### config.mk
export PLATFORM = sky130hd
export DESIGN_NAME = calendar_clock_tick_counter_unit
export DESIGN_NICKNAME = d
export VERILOG_FILES = /design/src/hw/rtl/cctc_pkg.sv /design/src/hw/rtl/cctc_month_len.sv /design/src/hw/rtl/cctc_step.sv /design/src/hw/rtl/calendar_clock_tick_counter_unit.sv
export SDC_FILE = /design/constraint.sdc
export NUM_CORES = 1
export LEC_CHECK = 0
export BUFFER_PORTS_ARGS = -buffer_cell sky130_fd_sc_hd__buf_2
export CAP_MARGIN = 20
export CORE_MARGIN = 2
export CORE_UTILIZATION = 40
export CTS_CLUSTER_SIZE = 20
export DETAILED_ROUTE_END_ITERATION = 7
export PLACE_DENSITY = 0.69
export RECOVER_POWER = 100
export SYNTH_ARGS = -nofsm -noshare
export SYNTH_HDL_FRONTEND = slang
export SYNTH_SLANG_ARGS = --single-unit
### constraint.sdc
create_clock -name clk -period 12.8 [get_ports clk]
set_input_delay 0 -clock clk [delete_from_list [all_inputs] [get_ports clk]]
set_output_delay 0 -clock clk [all_outputs]
set_load 0.1 [all_outputs]
### src/hw/rtl/cctc_pkg.sv
// ============================================================================
// cctc_pkg - shared types and constants for the calendar clock tick counter
// Field widths, command codes, reset values and the calendar time record.
// ============================================================================
package cctc_pkg;

    localparam int SEC_W   = 6;
    localparam int MIN_W   = 6;
    localparam int HOUR_W  = 5;
    localparam int DAY_W   = 5;
    localparam int MONTH_W = 4;
    localparam int YEAR_W  = 14;

    // Last year before the count wraps to zero (at most 2**YEAR_W - 1)
    localparam int YEAR_LAST = 9999;

    // Packed width of the time fields on tdata: 40 bits, five whole bytes
    localparam int TDATA_W = SEC_W + MIN_W + HOUR_W + DAY_W + MONTH_W + YEAR_W;

    // Command codes carried on s_tuser
    localparam logic CMD_TICK = 1'b0;
    localparam logic CMD_LOAD = 1'b1;

    // Calendar limits
    localparam logic [SEC_W:0]   SEC_MAX   = 7'd59;
    localparam logic [MIN_W:0]   MIN_MAX   = 7'd59;
    localparam logic [HOUR_W:0]  HOUR_MAX  = 6'd23;
    localparam logic [MONTH_W-1:0] MONTH_DEC = 4'd12;
    localparam logic [DAY_W-1:0] DAYS_31   = 5'd31;
    localparam logic [DAY_W-1:0] DAYS_30   = 5'd30;
    localparam logic [DAY_W-1:0] DAYS_29   = 5'd29;
    localparam logic [DAY_W-1:0] DAYS_28   = 5'd28;
    localparam logic [DAY_W-1:0] DAYS_NONE = 5'd0;

    // Reciprocal of 100 scaled by 2**19; exact quotient for years below 2**14
    localparam int RECIP_SHIFT = 19;
    localparam logic [12:0] RECIP_100 = 13'd5243;

    // Time record, last field (second) in the lowest bits
    typedef struct packed {
        logic [YEAR_W-1:0]  year;
        logic [MONTH_W-1:0] month;
        logic [DAY_W-1:0]   day;
        logic [HOUR_W-1:0]  hour;
        logic [MIN_W-1:0]   minute;
        logic [SEC_W-1:0]   second;
    } cal_time_t;

    localparam cal_time_t TIME_RESET = '{
        year:   14'd2000,
        month:  4'd1,
        day:    5'd1,
        hour:   5'd0,
        minute: 6'd0,
        second: 6'd0
    };

    // One accepted input item
    typedef struct packed {
        logic      cmd;
        cal_time_t load;
    } cctc_item_t;

endpackage

### src/hw/rtl/cctc_month_len.sv
// ============================================================================
// cctc_month_len - days in a month
// Gregorian leap test on the year and month length lookup; 0 for bad months.
// ============================================================================
module cctc_month_len
    import cctc_pkg::*;
(
    input  logic [MONTH_W-1:0] month,
    input  logic [YEAR_W-1:0]  year,
    output logic [DAY_W-1:0]   days
);

    localparam int PROD_W = YEAR_W + 13 + 6;

    logic [PROD_W-1:0] prod;
    logic              div_by_100;
    logic [1:0]        century_lsb;
    logic              leap;

    // year * 5243 / 2**19: quotient by 100 in the upper bits; a multiple of
    // 100 leaves a fraction below 2**11, any other year one above 5000
    assign prod        = PROD_W'(year) * PROD_W'(RECIP_100);
    assign div_by_100  = (prod[RECIP_SHIFT-1:11] == '0);
    assign century_lsb = prod[RECIP_SHIFT+1:RECIP_SHIFT];
    assign leap        = (year[1:0] == 2'd0) && (!div_by_100 || century_lsb == 2'd0);

    always_comb
    begin
        unique case (month)
            4'd1, 4'd3, 4'd5, 4'd7, 4'd8, 4'd10, 4'd12: days = DAYS_31;
            4'd4, 4'd6, 4'd9, 4'd11:                    days = DAYS_30;
            4'd2:                                       days = leap ? DAYS_29 : DAYS_28;
            default:                                    days = DAYS_NONE;
        endcase
    end

endmodule

### src/hw/rtl/cctc_step.sv
// ============================================================================
// cctc_step - next calendar state
// Applies one tick or load to the current time and flags a year wrap.
// ============================================================================
module cctc_step
    import cctc_pkg::*;
(
    input  cal_time_t  cur,
    input  cctc_item_t item,
    output cal_time_t  nxt,
    output logic       wrapped
);

    logic [SEC_W:0]     sec_inc;
    logic [MIN_W:0]     min_inc;
    logic [HOUR_W:0]    hour_mid;
    logic [DAY_W:0]     day_inc;
    logic [DAY_W-1:0]   days;
    logic               sec_carry;
    logic               min_carry;
    logic               day_carry;

    cctc_month_len u_month_len (
        .month (cur.month),
        .year  (cur.year),
        .days  (days)
    );

    assign sec_inc   = {1'b0, cur.second} + 1'b1;
    assign min_inc   = {1'b0, cur.minute} + 1'b1;
    assign sec_carry = (sec_inc > SEC_MAX);
    assign min_carry = sec_carry && (min_inc > MIN_MAX);
    assign hour_mid  = {1'b0, cur.hour} + {{HOUR_W{1'b0}}, min_carry};
    // any hour above 23 clears, even one that was loaded that way
    assign day_carry = (hour_mid > HOUR_MAX);
    assign day_inc   = {1'b0, cur.day} + 1'b1;

    always_comb
    begin
        nxt     = cur;
        wrapped = 1'b0;
        unique case (item.cmd)
            CMD_LOAD:
            begin
                nxt = item.load;
            end
            default:
            begin
                nxt.second = sec_carry ? '0 : sec_inc[SEC_W-1:0];
                if (sec_carry)
                begin
                    nxt.minute = min_carry ? '0 : min_inc[MIN_W-1:0];
                end
                nxt.hour = day_carry ? '0 : hour_mid[HOUR_W-1:0];
                if (day_carry)
                begin
                    if (day_inc <= {1'b0, days})
                    begin
                        nxt.day = day_inc[DAY_W-1:0];
                    end
                    else
                    begin
                        nxt.day = DAY_W'(1);
                        if (cur.month < MONTH_DEC)
                        begin
                            nxt.month = cur.month + 1'b1;
                        end
                        else
                        begin
                            nxt.month = MONTH_W'(1);
                            if (cur.year >= YEAR_W'(YEAR_LAST))
                            begin
                                nxt.year = '0;
                                wrapped  = 1'b1;
                            end
                            else
                            begin
                                nxt.year = cur.year + 1'b1;
                            end
                        end
                    end
                end
            end
        endcase
    end

endmodule

### src/hw/rtl/calendar_clock_tick_counter_unit.sv
// ============================================================================
// calendar_clock_tick_counter_unit - seconds-to-years calendar clock
// Stream-driven real time clock with Gregorian leap years and a load command.
// ============================================================================
// Each input item is either a one-second tick or a load of a full time and
// date (selected by s_tuser). Every item returns exactly one result: the time
// as it stood before that item, plus a flag on m_tuser that is set when the
// tick carried the year past YEAR_LAST back to zero. The unit sustains one
// item per clock while m_tready stays high: an item waits in the input
// register, then the single-pass step logic (carry chain, month length and
// leap test with one constant multiply) updates the calendar and fills the
// result register. The result register and the input register together
// let a new item enter while an earlier result still waits on
// m_tready. After reset the clock reads
// 2000-01-01 00:00:00.
module calendar_clock_tick_counter_unit
    import cctc_pkg::*;
(
    input  logic               clk,
    input  logic               rst_n,

    input  logic               s_tvalid,
    output logic               s_tready,
    // s_tdata, low bit up: load_second[5:0], load_minute[11:6],
    // load_hour[16:12], load_day[21:17], load_month[25:22], load_year[39:26]
    input  logic [TDATA_W-1:0] s_tdata,
    // s_tuser: cmd (0 tick, 1 load)
    input  logic               s_tuser,

    output logic               m_tvalid,
    input  logic               m_tready,
    // m_tdata, low bit up: cur_second[5:0], cur_minute[11:6],
    // cur_hour[16:12], cur_day[21:17], cur_month[25:22], cur_year[39:26]
    output logic [TDATA_W-1:0] m_tdata,
    // m_tuser: year_wrapped
    output logic               m_tuser
);

    logic        in_valid_reg;
    cctc_item_t  in_item_reg;
    cal_time_t   state_reg;
    cal_time_t   state_next;
    logic        out_valid_reg;
    cal_time_t   out_time_reg;
    logic        out_wrap_reg;
    logic        wrap_next;
    logic        advance;

    // Move the held item into the result register when that slot frees up
    assign advance  = in_valid_reg && (!out_valid_reg || m_tready);
    // Take a new item whenever the input register empties this cycle
    assign s_tready = !in_valid_reg || advance;

    cctc_step u_step (
        .cur     (state_reg),
        .item    (in_item_reg),
        .nxt     (state_next),
        .wrapped (wrap_next)
    );

    // Input register: hold the item until the step stage takes it
    always_ff @(posedge clk or negedge rst_n)
    begin
        if (!rst_n)
        begin
            in_valid_reg <= 1'b0;
        end
        else if (s_tready)
        begin
            in_valid_reg <= s_tvalid;
        end
    end

    always_ff @(posedge clk)
    begin
        if (s_tvalid && s_tready)
        begin
            in_item_reg.cmd  <= s_tuser;
            in_item_reg.load <= cal_time_t'(s_tdata);
        end
    end

    // Calendar state: advance once per item leaving the input register
    always_ff @(posedge clk or negedge rst_n)
    begin
        if (!rst_n)
        begin
            state_reg <= TIME_RESET;
        end
        else if (advance)
        begin
            state_reg <= state_next;
        end
    end

    // Result register: report the time before the step
    always_ff @(posedge clk or negedge rst_n)
    begin
        if (!rst_n)
        begin
            out_valid_reg <= 1'b0;
        end
        else if (advance)
        begin
            out_valid_reg <= 1'b1;
        end
        else if (m_tready)
        begin
            out_valid_reg <= 1'b0;
        end
    end

    always_ff @(posedge clk)
    begin
        if (advance)
        begin
            out_time_reg <= state_reg;
            out_wrap_reg <= wrap_next;
        end
    end

    assign m_tvalid = out_valid_reg;
    assign m_tdata  = TDATA_W'(out_time_reg);
    assign m_tuser  = out_wrap_reg;

endmodule
Word-level counts from Yosys, hierarchy flattened. Cells that the tools add are included.

Add/subtract/negate cells: 6. Bitwise operators: 1. $lt $le $gt $ge: 6. $mul: 1. Reduce and logical (&&, ||, !) cells: 23. Mux-type cells: 16. Equality and inequality tests: 14.

Operators with widths (count): 40-bit two-way mux (1); 14-bit two-way mux (2); 23-bit two-way mux (1); 14-bit by 13-bit multiplier with 21-bit output, second input constant (1); 4-bit equality test, second input constant (5); 18-bit two-way mux (1); 6-bit two-way mux (3); 4-bit by 3-bit equality test with 1-bit output, second input constant (4); 5-bit case mux with 3 select lines (1); 14-bit by 1-bit adder with 14-bit output, second input constant (1); 6-bit by 1-bit adder with 7-bit output, second input constant (2); 14-bit >= comparator, second input constant (1); 7-bit by 6-bit > comparator with 1-bit output, second input constant (2); 5-bit two-way mux (2); 4-bit by 2-bit equality test with 1-bit output, second input constant (2); 8-bit logical NOT (1); 4-bit OR reduction (2); 7-bit OR reduction (1); 5-bit by 1-bit adder with 6-bit output (1); 5-bit by 1-bit adder with 6-bit output, second input constant (1); 6-bit by 5-bit > comparator with 1-bit output, second input constant (1); 6-bit by 5-bit less-or-equal comparator with 1-bit output (1); 2-bit nonzero test (3); 4-bit by 1-bit adder with 4-bit output, second input constant (1); 13 further kinds (26).

Input bits: 45. Flip-flop bits (word level): 124. Output and inout port bits: 43.

Longest topological paths before layout.
Depth in word-level cells: 11. Depth in mapped cells: 26. Gate-level depth less buffers: 25.

By module. Synthesis repeated with hierarchy kept, for this count alone.

Cell total of the unflattened synthesis: 820. Area, all modules: 9340.2 µm².

Modules (own cells, without submodules): calendar_clock_tick_counter_unit (instances 1, cells an instance 175, area each 4220.3 µm²); cctc_month_len (instances 1, cells an instance 348, area each 3193.1 µm²); cctc_step (instances 1, cells an instance 297, area each 1926.8 µm²).

Worst setup path before layout. No wires, ideal clock.

Path kind: reg-to-reg. Start point: reg state_reg[36] (netlist bit). End point: reg state_reg[24] (netlist bit). Stages on the path, launching flop included: 23. Setup time: 69 ps. Data arrival time: 5820 ps. Period minus slack after synthesis: 5888 ps. Required time: 12731 ps. Slack: 6912 ps. Path buffers: 0. Path through: dfstp_2 -> inv_1 -> fa_1 -> inv_1 -> ha_1 -> inv_1 -> fa_1 -> fa_1 -> fa_1 -> inv_1 -> ha_1 -> nor3b_1 -> or3_1 -> o22ai_1 -> mux2_2 -> a41oi_1 -> ha_1 -> and4_1 -> a21oi_1 -> o21a_1 -> o31ai_4 -> or4b_1 -> nand3_1.

Longest elaborated chain between the ends: 10. Elaborated cells on any way between the ends: 11. Those cells by class: 1 x mul; 1 x order compare; 1 x eq/ne; 2 x mux; 6 x reduce/logical.

Ends and longest elaborated chain: from (decl) (line calendar_clock_tick_counter_unit.sv:41) `cal_time_t state_reg;`; from (signal assigned) (line calendar_clock_tick_counter_unit.sv:92) `state_reg <= state_next;`; 14-bit by 13-bit multiplier with 21-bit output (*) (line cctc_month_len.sv:22) `assign prod = PROD_W'(year) * PROD_W'(RECIP_100);`; 8-bit logical NOT (line cctc_month_len.sv:23) `assign div_by_100 = (prod[RECIP_SHIFT-1:11] == '0);`; 1-bit logical NOT (line cctc_month_len.sv:25) `assign leap = (year[1:0] == 2'd0) && (!div_by_100 || century_lsb == 2'd0);`; 1-bit logical OR (*) (line cctc_month_len.sv:25); 1-bit logical AND (*) (line cctc_month_len.sv:25); 1-bit two-way mux (*) (line cctc_month_len.sv:32) `4'd2: days = leap ? DAYS_29 : DAYS_28;`; 5-bit case mux with 3 select lines (*) (line cctc_month_len.sv:29) `unique case (month)`; 6-bit by 5-bit less-or-equal comparator with 1-bit output (*) (line cctc_step.sv:57) `if (day_inc <= {1'b0, days})`; 2-bit != test (no source line) (*); 3-bit AND reduction (no source line) (*).

Mark *: on every way between the ends. The rest lies on a longest branch, timed or not. A chain may end at the register's enable or synchronous reset.

Worst setup path in the final report.
Start point: reg state_reg[30] (netlist bit). End point: reg state_reg[30] (netlist bit).

Longest elaborated chain between the ends: 10. Elaborated cells on any way between the ends: 18. Those cells by class: 1 x add/sub; 1 x mul; 2 x order compare; 1 x eq/ne; 7 x mux; 6 x reduce/logical.

Ends and longest elaborated chain (line): 14-bit by 13-bit multiplier with 21-bit output (cctc_month_len.sv:22); 8-bit logical NOT (cctc_month_len.sv:23); 1-bit logical NOT (cctc_month_len.sv:25); 1-bit logical OR (cctc_month_len.sv:25); 1-bit logical AND (cctc_month_len.sv:25); 1-bit two-way mux (cctc_month_len.sv:32); 5-bit case mux with 3 select lines (cctc_month_len.sv:29); 6-bit by 5-bit less-or-equal comparator with 1-bit output (cctc_step.sv:57); 2-bit != test (no source line); 4-bit AND reduction (no source line).

Parallel ways exist; a longest one is shown, timed or not. The select of a mux whose other input is x is not followed.

==> impl_metrics.csv <==
group,metric,value,unit
layout,largest_register_ffs,41,
layout,fin_area,10280,um2
critical_path,worst_ep_required_time,13.10,ns
global_routing,grt_pass1_vias,6338,
timing,finalHoldViolations,0,
hold_path,min_path_type,"primary input to asynchronous set/reset pin",
timing,final_max_slew_viol_count,128,
placed_design,io_buffers,87,
global_routing,grt_max_degree,51,
synthesis,syn_inst,768,
floorplanning,io_pins,88,
critical_path,critPathSlowestCell,"nor2_1",
synthesis,synthAdderAreaFrac,0.2972,
critical_path,critPathBufInv,4,
clock_network,cts_max_level,4,
placed_design,dp.cells,1120,
timing,tns,0,ns
clock_network,path_clk_slew,0.06,ns
job,cap_violations,3,
synthesis,synthesis.nets,980,
synthesis,synth_top_area_frac,0.2860,
synthesis,syn_area_per_cell,11.21,um2
global_routing,antenna_found_initial,0,
layout,nets,1122,
global_routing,grt_usage,0.1820,
placed_design,place_area,9355,um2
synthesis,synth_top_family_by_area,"adder cells",
detailed_routing,routed_via_density,5.217,
synthesis,synth_compound_gate_area_share,0.1125,
critical_path,crit-reg2reg-capture,"state_reg[30]$_DFFE_PN1P_",
synthesis,synthTopCellsByArea,"edfxtp_1 (29%), ha_1 (15%), fa_1 (14%)",
layout,diodes,0,
global_routing,grt_overflow_total,0,
detailed_routing,drc_errors,0,
detailed_routing,drtPass1Iterations,5,
status,status,"finished, violations left",
synthesis,synth_top_cell_by_area,"edfxtp_1",
critical_path,cpLargestDelayFamily,"adder cells",
floorplanning,die-width,150.7,um
timing,rsz0062_at_grt,"false",
layout,fillers,1908,
synthesis,synth_edf_count,82,
clock_network,cts_tree,"yes",
critical_path,cp.arrival,7.61,ns
timing,tightestPinTransition,2.985,ns
floorplanning,core_area,21090,um2
layout,drive_above_1_share,0.08884,
detailed_routing,ant_nets,0,
critical_path,worstSetupEndpointType,"register",
timing,period_minus_slack,7.306,ns
placed_design,hpwl,14410,um
synthesis,yosys_warnings,0,
floorplanning,dieArea,22710,um2
layout,area_delta_synth_final,19.40,%
synthesis,ys_types,69,
synthesis,ys_seq_elements,124,
layout,layout.cells.non_filler,1198,
timing,setup_viol,0,
clock_network,clock_path_buffers,2,
clock_network,clkLatencyLatePin,0.42,ns
status,violations,"max-capacitance violations, max-slew violations",
timing,post-route-period-util,0.5708,
critical_path,critical_path_class,"register to register",
floorplanning,rows,53,
floorplanning,fp.dieH,150.7,um
synthesis,synth-simple-area-share,0.09548,
clock_network,cts.sinks,124,
synthesis,yosysMostFrequentCell,"inv_1",
synthesis,syn-cell-area,8610,um2
floorplanning,start_util,0.4083,
detailed_routing,vias,6250,
global_routing,grt_pass1_wl,32140,um
synthesis,synth_mux_area_frac,0.006104,
clock_network,numCtsBuffers,17,
critical_path,path_max_fanout,19,
timing,max_slew_margin,-0.9902,
critical_path,rr_startpoint,"state_reg[30]$_DFFE_PN1P_",
synthesis,seq_area_frac_synth,0.4092,
synthesis,synth_flop_cell,"edfxtp_1",
timing,clock_skew,0.01008,ns
clock_network,cts-root-buf,"clkbuf_16",
synthesis,synth_common_cells,"inv_1 (129), ha_1 (106), edfxtp_1 (82)",
detailed_routing,avgRoutedWirePerCell,16.86,um
critical_path,critical_path.startpoint_type,"register",
timing,fmax,0.1369,GHz
synthesis,ys_async_sr_fraction,0.3387,
detailed_routing,wl,20190,um
detailed_routing,drt-initial-drc-count,546,
clock_network,cts_setup_buffers,0,
synthesis,synth_xor_area_frac,0.01526,
critical_path,reg2reg_depth,25,
placed_design,place.gp.congestion,0.8490,
critical_path,max_stage_delay,0.93,ns
critical_path,worst-r2r-setup-slack,5.49,ns
-- timing repair --
item | in CTS | in global routing
endpoints found under the hold margin | 77 | 0
endpoints found under the setup margin | 0 | 0
hold buffers | 45 | 0
gates resized for setup | 0 | 0
-- through the flow --
| stage | hold WS [ns] | util | worst slack [ns] |
|---|---|---|---|
| 6_report | 0.08015 | 0.4875 | 5.494 |
| 5_1_grt | 0.1143 | 0.4875 | 5.009 |
| 4_1_cts | 0.2708 | 0.4922 | 6.047 |
| 3_5_place_dp | 0.1781 | 0.4436 | 6.116 |
| 3_3_place_gp | 0.1763 | 0.4436 | 6.215 |
| 2_1_floorplan | -0.2956 | - | 6.912 |
-- cell usage in the layout, fill, tap and decap left out, types with 5 or more instances in the layout --
cell type	instances
o311ai_0	7
ha_1	106
a31oi_1	7
clkbuf_1	50
o21ai_0	35
o21a_1	5
and3_1	6
xnor2_1	10
nor3_1	14
inv_1	129
dlygate4sd3_1	45
o211ai_1	5
nor2_1	34
nand3_1	26
xor2_1	5
buf_2	40
a21oi_1	40
dfrtp_1	34
nand2b_1	5
fa_1	61
a22oi_1	8
clkbuf_16	17
dfstp_1	8
edfxtp_1	82
nand2_1	51
o22ai_1	5
-- worst max path at each step --
stage | startpoint | to | slack [ns] | depth (start not counted)
4_1_cts | state_reg[37]$_DFFE_PN0P_ | state_reg[29]$_DFFE_PN0P_ | 6.05 | 23
2_1_floorplan | state_reg[36]$_DFFE_PN1P_ | state_reg[24]$_DFFE_PN0P_ | 6.91 | 22
5_1_grt | state_reg[30]$_DFFE_PN1P_ | state_reg[35]$_DFFE_PN1P_ | 5.01 | 25
3_5_place_dp | state_reg[37]$_DFFE_PN0P_ | state_reg[29]$_DFFE_PN0P_ | 6.12 | 23
6_report | state_reg[30]$_DFFE_PN1P_ | state_reg[30]$_DFFE_PN1P_ | 5.49 | 25
3_3_place_gp | state_reg[37]$_DFFE_PN0P_ | state_reg[37]$_DFFE_PN0P_ | 6.21 | 23
-- final cells by class --
cell class                      instances  area, um2  area share
Sequential cell                       124       3523      0.3427
Clock buffer                           17      425.4     0.04138
Clock inverter                         15      148.9     0.01448
Tap cell                              275      344.1     0.03347
Inverter                              130      488.0     0.04747
Multi-Input combinational cell        500       4497      0.4374
Timing Repair Buffer                  137      853.3     0.08301
-- per-layer routing --
metal	global-route usage	routed length, um	part of all wire	vias up
met1	0.2579	9080	0.45	3025
met2	0.2909	9503	0.47	236
met3	0.03061	1258	0.062	31
met5	0	0	0	-
met4	0.04813	352	0.017	0
li1	-	-	-	2958
-- worst register-to-register path, stage by stage, from the launching register on --
cell and delay (ns):
dfstp_1 0.79, inv_1 0.24, fa_1 0.53, inv_1 0.04, ha_1 0.20, fa_1 0.48
ha_1 0.29, inv_1 0.05, fa_1 0.52, inv_1 0.04, ha_1 0.20, a2111oi_0 0.41
o221ai_1 0.27, and2_0 0.21, o2111ai_1 0.17, nand2_1 0.09, xnor2_1 0.12, a41oi_1 0.33
ha_1 0.22, nor2b_1 0.04, o21a_1 0.16, o21a_1 0.17, o2111a_2 0.27, nor2_1 0.93
o21ai_0 0.26, o311ai_0 0.17
-- logic make-up (layout without fill, tap and decap cells) --
family,after synthesis,in the layout
compound gates,145,145
xor+xnor,15,15
fa+ha+maj,168,168
buf+inv,144,299
flops,124,124
mux,5,5
simple gates,167,167
Power is not shown: default switching activity piles up to over one toggle a cycle in this logic, so the estimate is an artifact.
